`src/rtl/core/gra_pkg.sv`:
```
// ----------------------------------------------------------------------------
// gra_pkg
// Shared widths, register indexes and controller/datapath interface types for
// the greedy round-trip slot allocator.
// ----------------------------------------------------------------------------
package gra_pkg;

    // Field widths
    localparam int CFG_W    = 13;   // configuration data
    localparam int CIDX_W   = 2;    // configuration register index
    localparam int LD_W     = 15;   // link delay
    localparam int SLOT_W   = 12;   // start / return slot on the result
    localparam int RT_W     = LD_W + 1; // round-trip offset, 2 * link delay

    // Default depth of the occupancy maps
    localparam int MAX_PERIOD_DEF = 4096;

    // Configuration register indexes
    localparam logic [CIDX_W-1:0] REG_PERIOD   = 2'd0;
    localparam logic [CIDX_W-1:0] REG_MSG_SIZE = 2'd1;

    // Register reset values
    localparam logic [CFG_W-1:0] PERIOD_RST   = 13'd4096;
    localparam logic [CFG_W-1:0] MSG_SIZE_RST = 13'd1;

    // Commands from the controller to the datapath
    typedef struct packed {
        logic capture;      // latch the round trip of an accepted transaction
        logic div_step;     // one bit of round trip mod period
        logic search_init;  // load the four scan pointers
        logic search_step;  // read the maps at the scan pointers and advance
        logic mark_load;    // take the hit as result, set up the marking
        logic mark_step;    // mark one forward and one return slot
        logic clr_step;     // zero one entry of both maps
        logic res_fail;     // result is "not placed"
        logic out_load;     // move the result into the output register
    } t_cmd;

    // Status from the datapath to the controller
    typedef struct packed {
        logic div_last;     // final division bit this cycle
        logic hit;          // the evaluated start is free
        logic scan_fail;    // last start evaluated without a hit
        logic mark_last;    // final slot marked this cycle
        logic clr_last;     // final map entry cleared this cycle
    } t_sts;

endpackage

```
`src/rtl/core/gra_ctrl.sv`:
```
// ----------------------------------------------------------------------------
// gra_ctrl
// Sequencer for the slot allocator: clearing pass, modulo division, scan,
// marking and result hand-off. Holds the instance failure flag and the
// output valid.
// ----------------------------------------------------------------------------
module gra_ctrl (
    input  logic          i_clk,
    input  logic          i_rst_n,
    input  logic          i_valid,
    output logic          o_stall,
    input  logic          i_new_instance,
    output logic          o_valid,
    input  logic          i_stall,
    output gra_pkg::t_cmd o_cmd,
    input  gra_pkg::t_sts i_sts
);
    import gra_pkg::*;

    localparam logic [2:0] ST_BOOT   = 3'd0;
    localparam logic [2:0] ST_IDLE   = 3'd1;
    localparam logic [2:0] ST_CLEAR  = 3'd2;
    localparam logic [2:0] ST_DIV    = 3'd3;
    localparam logic [2:0] ST_SINIT  = 3'd4;
    localparam logic [2:0] ST_SEARCH = 3'd5;
    localparam logic [2:0] ST_MARK   = 3'd6;
    localparam logic [2:0] ST_DONE   = 3'd7;

    logic [2:0] r_state, n_state;
    logic       r_failed, n_failed;
    logic       r_out_vld, n_out_vld;
    logic       in_acc;
    logic       out_free;
    t_cmd       cmd;

    assign o_stall  = (r_state != ST_IDLE);
    assign in_acc   = i_valid & ~o_stall;
    assign out_free = ~r_out_vld | ~i_stall;
    assign o_valid  = r_out_vld;
    assign o_cmd    = cmd;

    // Next state and commands
    always_comb begin
        n_state  = r_state;
        n_failed = r_failed;
        cmd      = '0;
        unique case (r_state)
            ST_BOOT: begin
                cmd.clr_step = 1'b1;
                if (i_sts.clr_last) n_state = ST_IDLE;
            end
            ST_IDLE: begin
                if (in_acc) begin
                    cmd.capture = 1'b1;
                    if (i_new_instance) begin
                        n_failed = 1'b0;
                        n_state  = ST_CLEAR;
                    end else if (r_failed) begin
                        cmd.res_fail = 1'b1;
                        n_state      = ST_DONE;
                    end else begin
                        n_state = ST_DIV;
                    end
                end
            end
            ST_CLEAR: begin
                cmd.clr_step = 1'b1;
                if (i_sts.clr_last) n_state = ST_DIV;
            end
            ST_DIV: begin
                cmd.div_step = 1'b1;
                if (i_sts.div_last) n_state = ST_SINIT;
            end
            ST_SINIT: begin
                cmd.search_init = 1'b1;
                n_state         = ST_SEARCH;
            end
            ST_SEARCH: begin
                if (i_sts.hit) begin
                    cmd.mark_load = 1'b1;
                    n_state       = ST_MARK;
                end else if (i_sts.scan_fail) begin
                    cmd.res_fail = 1'b1;
                    n_failed     = 1'b1;
                    n_state      = ST_DONE;
                end else begin
                    cmd.search_step = 1'b1;
                end
            end
            ST_MARK: begin
                cmd.mark_step = 1'b1;
                if (i_sts.mark_last) n_state = ST_DONE;
            end
            ST_DONE: begin
                if (out_free) begin
                    cmd.out_load = 1'b1;
                    n_state      = ST_IDLE;
                end
            end
            default: n_state = ST_IDLE;
        endcase
    end

    // Output valid: set on load, dropped when the transaction is taken
    always_comb begin
        n_out_vld = r_out_vld;
        if (r_out_vld && !i_stall) n_out_vld = 1'b0;
        if (cmd.out_load)          n_out_vld = 1'b1;
    end

    always_ff @(posedge i_clk) begin
        if (!i_rst_n) begin
            r_state   <= ST_BOOT;
            r_failed  <= 1'b0;
            r_out_vld <= 1'b0;
        end else begin
            r_state   <= n_state;
            r_failed  <= n_failed;
            r_out_vld <= n_out_vld;
        end
    end

endmodule

```
`config.mk`:
```
export PLATFORM = sky130hd
export DESIGN_NAME = gra_ctrl
export DESIGN_NICKNAME = d
export VERILOG_FILES = /design/src/rtl/core/gra_pkg.sv /design/src/rtl/core/gra_ctrl.sv
export SDC_FILE = /design/constraint.sdc
export NUM_CORES = 1
export LEC_CHECK = 0
export BUFFER_PORTS_ARGS = -buffer_cell sky130_fd_sc_hd__buf_4
export CAP_MARGIN = 20
export CORE_MARGIN = 1.5
export CORE_UTILIZATION = 30
export CTS_CLUSTER_SIZE = 30
export DETAILED_ROUTE_END_ITERATION = 10
export SKIP_CTS_REPAIR_TIMING = 1
export SYNTH_ARGS = -nofsm -noshare
export SYNTH_HDL_FRONTEND = slang
export SYNTH_SLANG_ARGS = --single-unit
```
`constraint.sdc`:
```
create_clock -name i_clk -period 1.7 [get_ports i_clk]
set_input_delay 0.17 -clock i_clk [delete_from_list [all_inputs] [get_ports i_clk]]
set_output_delay 0.17 -clock i_clk [all_outputs]
set_load 0.01 [all_outputs]
```
==> results of run 1 <==
-- critical path: cells and delay by family (launching register included) --
family / cells / cell delay (ns)
flip-flops: 1 / 0.48
buffers and inverters: 1 / 0.14
AO/OA/AOI/OAI: 1 / 0.25
AND/OR/NAND/NOR: 1 / 0.30
-- registers in the layout, summed over array words and instances, names as in the netlist --
name / cells
r_state: 3
o_valid: 1
r_failed: 1
-- worst max-delay path by stage --
stage | end | slack, ns | cells past startpoint
2_1_floorplan | r_state[2] | 0.46 | 4
3_3_place_gp | r_state[2] | 0.28 | 4
3_5_place_dp | r_state[2] | 0.29 | 4
4_1_cts | o_cmd[1] | 0.06 | 4
5_1_grt | o_cmd[1] | 0.02 | 3
6_report | o_cmd[1] | 0.11 | 3
-- through the flow --
stage / setup WS (ns) / std cells / hold slack (ns)
after detailed placement: 0.286 / 86 / 0.428
final: 0.114 / 90 / 0.177
after global placement: 0.275 / 86 / 0.430
after CTS: 0.0648 / 90 / 0.172
after floorplan: 0.461 / 54 / 0.284
after global routing: 0.0201 / 90 / 0.171
-- layout make-up --
type	count	area, um^2	share of cell area, %
Timing Repair Buffer	21	158	26.7
Inverter	3	11.3	1.91
Sequential cell	5	103	17.4
Multi-Input combinational cell	42	273	46.2
Clock buffer	3	22.5	3.81
Clock inverter	1	5.00	0.847
Tap cell	15	18.8	3.18
-- power by group through the flow --
stage / clock network [mW] / registers (mW) / logic (mW)
6_report: 0.136 / 0.143 / 0.0958
5_1_grt: 0.151 / 0.146 / 0.106
4_1_cts: 0.143 / 0.142 / 0.0961
3_5_place_dp: 0 / 0.145 / 0.0959
3_3_place_gp: 0 / 0.145 / 0.0966
2_1_floorplan: 0 / 0.132 / 0.0660
-- logic make-up after synthesis --
| kind of cell | share of synthesized area (%) |
|---|---|
| compound gates | 29.2 |
| buf+inv | 8.31 |
| flops | 24.6 |
| mux | 2.46 |
| simple gates | 35.4 |
-- layer usage --
layer,up-vias,part of all wire [%]
met5,-,0
met3,0,5.5
li1,236,-
met2,11,46
met4,0,0
met1,196,49
-- layout by cell type, fill, tap and decap left out, drive strengths merged, types with 2 or more instances in the layout --
cell and count:
nor3b 4, nand3b 3, a21boi 2, inv 3
dfxtp 5, clkbuf 3, o21a 2, a21oi 4
nor2 6, nand2b 2, nand2 4, buf 21
==> impl_metrics.toml, run 1 <==
[outcome]
status = "complete, no violations"

[logic_synthesis]
yosys_most_used_dff = "dfxtp_1"
synth_edf_count = 0
synthTopCellsByCount = "6 x nor2_1, 5 x dfxtp_1, 4 x a21oi_1, 4 x nand2_1, 4 x nor3b_1"
synth_area_um2 = 407
synth-seq-cells = 5
synth_seq_area_share_pct = 24.6
synth_async_sr_flop_share_pct = 0
synth_cell_types = 27
syn_nets = 64
ys_top_cells_by_area = "dfxtp_1 25%, nor3b_1 7.4%, nand3b_1 5.5%"
synthCells = 54
synth.most_common_cell = "nor2_1"
synth_top_cell_by_area = "dfxtp_1"
ys_warn_count = 0
avgSynthCellArea_um2 = 7.53
synth_top_area_share_pct = 24.6

[critical_path]
critPathKind = "reg -> out"
startpoint_type = "register"
crit_path_end_kind = "primary output"
critical-path-slowest-cell = "dfxtp_1"
r2r_cells = 4
worstPathArrival_ns = 1.42
r2r-end = "r_state[2]"
rr_startpoint = "r_state[2]"
critPathMaxFanout = 10
r2r_setup_slack_ns = 0.37
cp-startpoint = "r_state[1]"
crit_chain = "and4bb_2 > a32o_1 > buf_4"
required_ns = 1.53
slowest_delay_ns = 0.48

[pwr]
leakage_nw = 0.269
clockPowerShare_pct = 36.2
fin_total_pwr_uw = 375
power.density_mw_per_mm2 = 635
p_comb_share_pct = 25.5
switching_share_pct = 29.2
peakVddDrop_uv = 365
intPower_uw = 265
p_seq_share_pct = 38.2
p_sw_uw = 110

[timing]
worst_pin_slew_ns = 0.317
finalMaxSlewViolations = 0
fin_tns_setup_ns = 0
rsz0062_at_grt = "no"
max_freq_ghz = 0.631
setup_viol = 0
hold_viol = 0
fin_crit_sh_pct = 93.3
slew_headroom_pct = 78.9
fin_crit_ns = 1.59
skew_ns = 0.00554

[final_layout]
drive_gt1_share_pct = 38.7
utilization_pct = 46.0
fin_nets = 86
synthToLayoutAreaGrowth_pct = 45.2
diodes = 0
final_cell_area_um2 = 591
fillCellCount = 139

[route]
drt-initial-drc-count = 5
ant_nets = 0
wl_per_cell_um = 9.89
routed_via_density = 4.92
remaining_drc_errors = 0
drt_first_pass_iters = 4
vias = 443
wl_um = 890

[global_route]
grt_antenna_before_repair = 0
overflow = 0
grt_usage_pct = 13.1
grt_max_degree = 17
met2_usage_pct = 18.0
met1_usage_pct = 18.5
use_met3_pct = 3.98
grt_first_pass_wirelength_mm = 1.41
busiest_layer = "met1"
first_global_vias = 329

[clock_tree]
cts_tree = "built"
cts_sinks = 5
cts.clk_slew.worst_paths_ns = 0.05
cts_max_level = 1
cts_made_buffers = 3
cts_buffer_depth = 2
root_buffer = "clkbuf_4"
clkLatencyLatePin_ns = 0.24

[min_path]
holdCritStartpoint = "i_rst_n"
hold-path-endpoint = "r_state[0]"
holdPathStages = 2
hold_class = "in -> reg"

[run]
drv_cap = 0

[floorplanning]
die_x_um = 39.8
start_util_pct = 31.6
rows = 13
dieArea_mm2 = 0.00159
core_area_mm2 = 0.00128
die_h_um = 39.8
io_pins = 21

[place]
portBuffers = 20
dpl-instance-area_um2 = 561
hpwl_um = 698
place_congestion = 0.720
No activity file was read; power rests on OpenSTA's default activity.
==> inputs of run 2 (changes only) <==
==> constraint.sdc (replaced) <==
create_clock -name i_clk -period 1.4 [get_ports i_clk]
set_input_delay 0.14 -clock i_clk [delete_from_list [all_inputs] [get_ports i_clk]]
set_output_delay 0.14 -clock i_clk [all_outputs]
set_load 0.1 [all_outputs]
==> impl_metrics.toml, run 2 (same netlist as run 1, synthesis figures left out) <==
[outcome]
status = "finished with violations"
failed_checks = "setup timing"

[final_layout]
final_common_cell = "buf_4"
synthToLayoutAreaGrowth_pct = 101
final_cell_area_um2 = 816
instances_no_fill = 96
utilization_pct = 63.5
fin_nets = 92
mostFrequentLayoutCells = "18 x buf_4, 6 x buf_12, 4 x nand2_1"
diodes = 0
largest_reg_flops = 3
fillCellCount = 107
largest_register = "r_state"
drive_gt1_share_pct = 56.8

[critical_path]
cp_top_family = "flip-flops"
startpoint_type = "register"
slowest_delay_ns = 0.37
critPathKind = "reg -> out"
crit_chain = "and4bb_4 > a32o_4 > buf_12"
required_ns = 1.26
critPathMaxFanout = 7
timing.critical_path.buf_inv = 1
critical-path-slowest-cell = "dfxtp_4"
worstPathArrival_ns = 1.32
crit_path_end_kind = "primary output"

[clock_tree]
cts_max_level = 1
cts_sinks = 5
cts.clk_slew.worst_paths_ns = 0.04
cts_made_buffers = 3
clkLatencyLatePin_ns = 0.24
root_buffer = "clkbuf_4"
cts_tree = "built"
cts_buffer_depth = 2

[timing]
hold_viol = 0
worst_pin_slew_ns = 0.323
fin_crit_sh_pct = 105
setup_viol = 3
max_freq_ghz = 0.683
rsz0062_at_grt = "yes"
setup_ws_ns = -0.0645
slew_headroom_pct = 78.5
finalMaxSlewViolations = 0
skew_ns = 0.00339
fin_crit_ns = 1.46
fin_tns_setup_ns = -0.135

[floorplanning]
start_util_pct = 31.6
die_h_um = 39.8
rows = 13
die_x_um = 39.8
io_pins = 21
dieArea_mm2 = 0.00159
core_area_mm2 = 0.00128

[pwr]
power.density_mw_per_mm2 = 730
fin_total_pwr_uw = 595
leakage_nw = 0.337
peakVddDrop_uv = 520

[global_route]
grt_antenna_before_repair = 0
busiest_layer = "met2"
grt_first_pass_wirelength_mm = 1.65
met1_usage_pct = 18.6
first_global_vias = 432
grt_max_degree = 16
use_met3_pct = 3.98
grt_usage_pct = 15.5
overflow = 0
met2_usage_pct = 24.2

[min_path]
hold_class = "in -> reg"

[route]
wl_mm = 1.09
drt-initial-drc-count = 4
drt_first_pass_iters = 2
wl_per_cell_um = 11.4
ant_nets = 0
remaining_drc_errors = 0
routed_via_density = 4.97
vias = 477

[place]
portBuffers = 20
placed_cells = 89
dpl-instance-area_um2 = 661
place_congestion = 0.821
hpwl_um = 771

[run]
drv_cap = 0
-- run 2: changes by cell type in the layout (fill, tap and decap cells not counted), moves of 2 or more --
cell | previous run | this run
nor3b_4 | 0 | 3
buf_12 | 0 | 6
dfxtp_4 | 0 | 3
nor2_2 | 0 | 2
buf_6 | 0 | 2
dfxtp_1 | 3 | 1
buf_4 | 21 | 18
nor2_1 | 6 | 3
nor3b_1 | 4 | 1
-- run 2: worst reg2reg max path: stages, from the launching register on --
cell      delay, ns
dfxtp_4        0.36
buf_4          0.15
and3_1         0.15
o211a_1        0.22
a311oi_2       0.21
mux2i_1        0.20
-- run 2: power breakdown --
part           internal (mW)  switching (mW)  total (mW)
sequential             0.149          0.0123       0.161
clock                  0.107          0.0532       0.161
combinational         0.0994           0.174       0.274
-- run 2: cell type report --
cell class | count | area [um^2] | share of cell area [%]
Clock buffer | 4 | 26.3 | 3.22
Multi-Input combinational cell | 42 | 354 | 43.4
Sequential cell | 5 | 113 | 13.8
Timing Repair Buffer | 27 | 293 | 35.9
Tap cell | 15 | 18.8 | 2.30
Inverter | 3 | 11.3 | 1.38
-- run 2: layer usage --
metal | share of wire [%] | vias up
li1 | - | 250
met1 | 44 | 217
met2 | 52 | 8
met3 | 3.1 | 2
met4 | 0.46 | 0
met5 | 0 | -
-- run 2: worst paths after layout --
kind,slack (ns),to,cells past startpoint,startpoint
worst max-delay path,-0.06,o_cmd[1],3,r_state[2]
worst min-delay path,0.16,r_state[1],2,i_rst_n
worst max register to register,0.02,r_state[2],5,r_state[2]
worst min register to register,0.50,o_valid,2,o_valid
-- run 2: stage by stage --
| stage | hold WS, ns | worst slack, ns |
|---|---|---|
| after floorplan | 0.254 | -0.256 |
| final | 0.162 | -0.0645 |
| after detailed placement | 0.406 | 0.0501 |
| after global routing | 0.157 | -0.116 |
| after CTS | 0.157 | -0.212 |
| after global placement | 0.403 | 0.0510 |
==> inputs of run 3 (changes only) <==
==> constraint.sdc (replaced) <==
create_clock -name i_clk -period 1.3 [get_ports i_clk]
set_input_delay 0.13 -clock i_clk [delete_from_list [all_inputs] [get_ports i_clk]]
set_output_delay 0.13 -clock i_clk [all_outputs]
set_load 0.1 [all_outputs]
==> impl_metrics.toml, run 3 (same netlist as run 1, synthesis figures left out) <==
[pwr]
leakage_nw = 0.357
power.density_mw_per_mm2 = 779
p_comb_share_pct = 48.6
p_sw_uw = 264
peakVddDrop_uv = 452
p_seq_share_pct = 25.8
clockPowerShare_pct = 25.6
switching_share_pct = 39.4
intPower_uw = 407

[critical_path]
timing.critical_path.buf_inv = 1
critPathMaxFanout = 7
critPathKind = "reg -> out"
r2r_setup_slack_ns = 0.01
crit_path_end_kind = "primary output"
startpoint_type = "register"
cp_top_family = "flip-flops"
worstPathArrival_ns = 1.31
crit_chain = "and4bb_4 > a32o_4 > buf_12"
critical-path-slowest-cell = "dfxtp_4"
required_ns = 1.17
slowest_delay_ns = 0.37

[floorplanning]
io_pins = 21
core_area_mm2 = 0.00128
die_h_um = 39.8
die_x_um = 39.8
start_util_pct = 31.6
dieArea_mm2 = 0.00159
rows = 13

[timing]
holdWs_ns = 0.161
fin_crit_ns = 1.44
fin_crit_sh_pct = 111
setup_ws_ns = -0.143
worst_pin_slew_ns = 0.312
hold_viol = 0
skew_ns = 0.00171
rsz0062_at_grt = "yes"
setup_viol = 9
slew_headroom_pct = 79.2
max_freq_ghz = 0.693
finalMaxSlewViolations = 0

[final_layout]
final_cell_area_um2 = 862
diodes = 0
synthToLayoutAreaGrowth_pct = 112
final_common_cell = "buf_4"
largest_reg_flops = 3
mostFrequentLayoutCells = "16 x buf_4, 8 x buf_12, 4 x nand2_1, 4 x buf_6"
drive_gt1_share_pct = 57.8
largest_register = "r_state"
fin_nets = 94
utilization_pct = 67.1

[route]
drt_first_pass_iters = 2
ant_nets = 0
vias = 477
remaining_drc_errors = 0
routed_via_density = 4.87
wl_per_cell_um = 11.5
drt-initial-drc-count = 1
wl_mm = 1.13

[global_route]
grt_usage_pct = 14.8
grt_first_pass_wirelength_mm = 1.52
overflow = 0
grt_antenna_before_repair = 0
grt_max_degree = 13
first_global_vias = 366

[clock_tree]
clkLatencyLatePin_ns = 0.23
cts_made_buffers = 3
root_buffer = "clkbuf_4"
cts_buffer_depth = 2
cts_sinks = 5
cts_tree = "built"
cts.clk_slew.worst_paths_ns = 0.04
cts_max_level = 1

[place]
hpwl_um = 811
place_congestion = 0.758
dpl-instance-area_um2 = 683
portBuffers = 20

[min_path]
hold_class = "in -> reg"

[run]
drv_cap = 0

[outcome]
failed_checks = "setup timing"
status = "finished with violations"
==> run 3: worst paths after layout <==
kind	from	end	cells after the start
worst max-delay path	r_state[2]	o_cmd[1]	3
worst min-delay path	i_rst_n	r_state[1]	2
worst max register to register	r_state[2]	r_state[2]	5
worst min register to register	o_valid	o_valid	2
==> run 3: power groups by stage <==
stage	clock (mW)	sequential [mW]	combinational [mW]
floorplan	0	0.171	0.214
global placement	0	0.175	0.280
detailed placement	0	0.174	0.279
CTS	0.180	0.172	0.280
global route	0.193	0.175	0.342
finish	0.172	0.173	0.326
==> run 3: worst register-to-register path, delay by kind of cell (launching register included) <==
family                 cells  cell delay (ns)
and+or+nand+nor            1             0.05
AOI/OAI and AO/OA          2             0.47
DFF                        1             0.37
buffers and inverters      1             0.12
muxes                      1             0.21
==> run 3: per-stage QoR <==
step                      std cells  setup TNS [ns]  worst slack (ns)  power (mW)
after floorplan                  54           -1.88            -0.346       0.385
after global placement           92         -0.0554           -0.0208       0.454
after detailed placement         92         -0.0746           -0.0409       0.454
after CTS                        96           -1.83            -0.298       0.631
after global routing             98           -1.41            -0.201       0.710
final                            98          -0.840            -0.143       0.671
==> run 3: layout make-up <==
cell class	count	area (um^2)
timing repair buffer	29	340
clock buffer	4	26.3
inverter	3	11.3
fill	113	423
sequential	5	113
multi-input combinational	42	353
tap	15	18.8
==> run 3: metal layers <==
layer,routed length (um),GRT usage [%],vias up
met5,0,0,-
met4,0,10.3,0
met3,27,3.41,0
met2,601,21.7,8
met1,502,18.5,214
li1,-,-,255
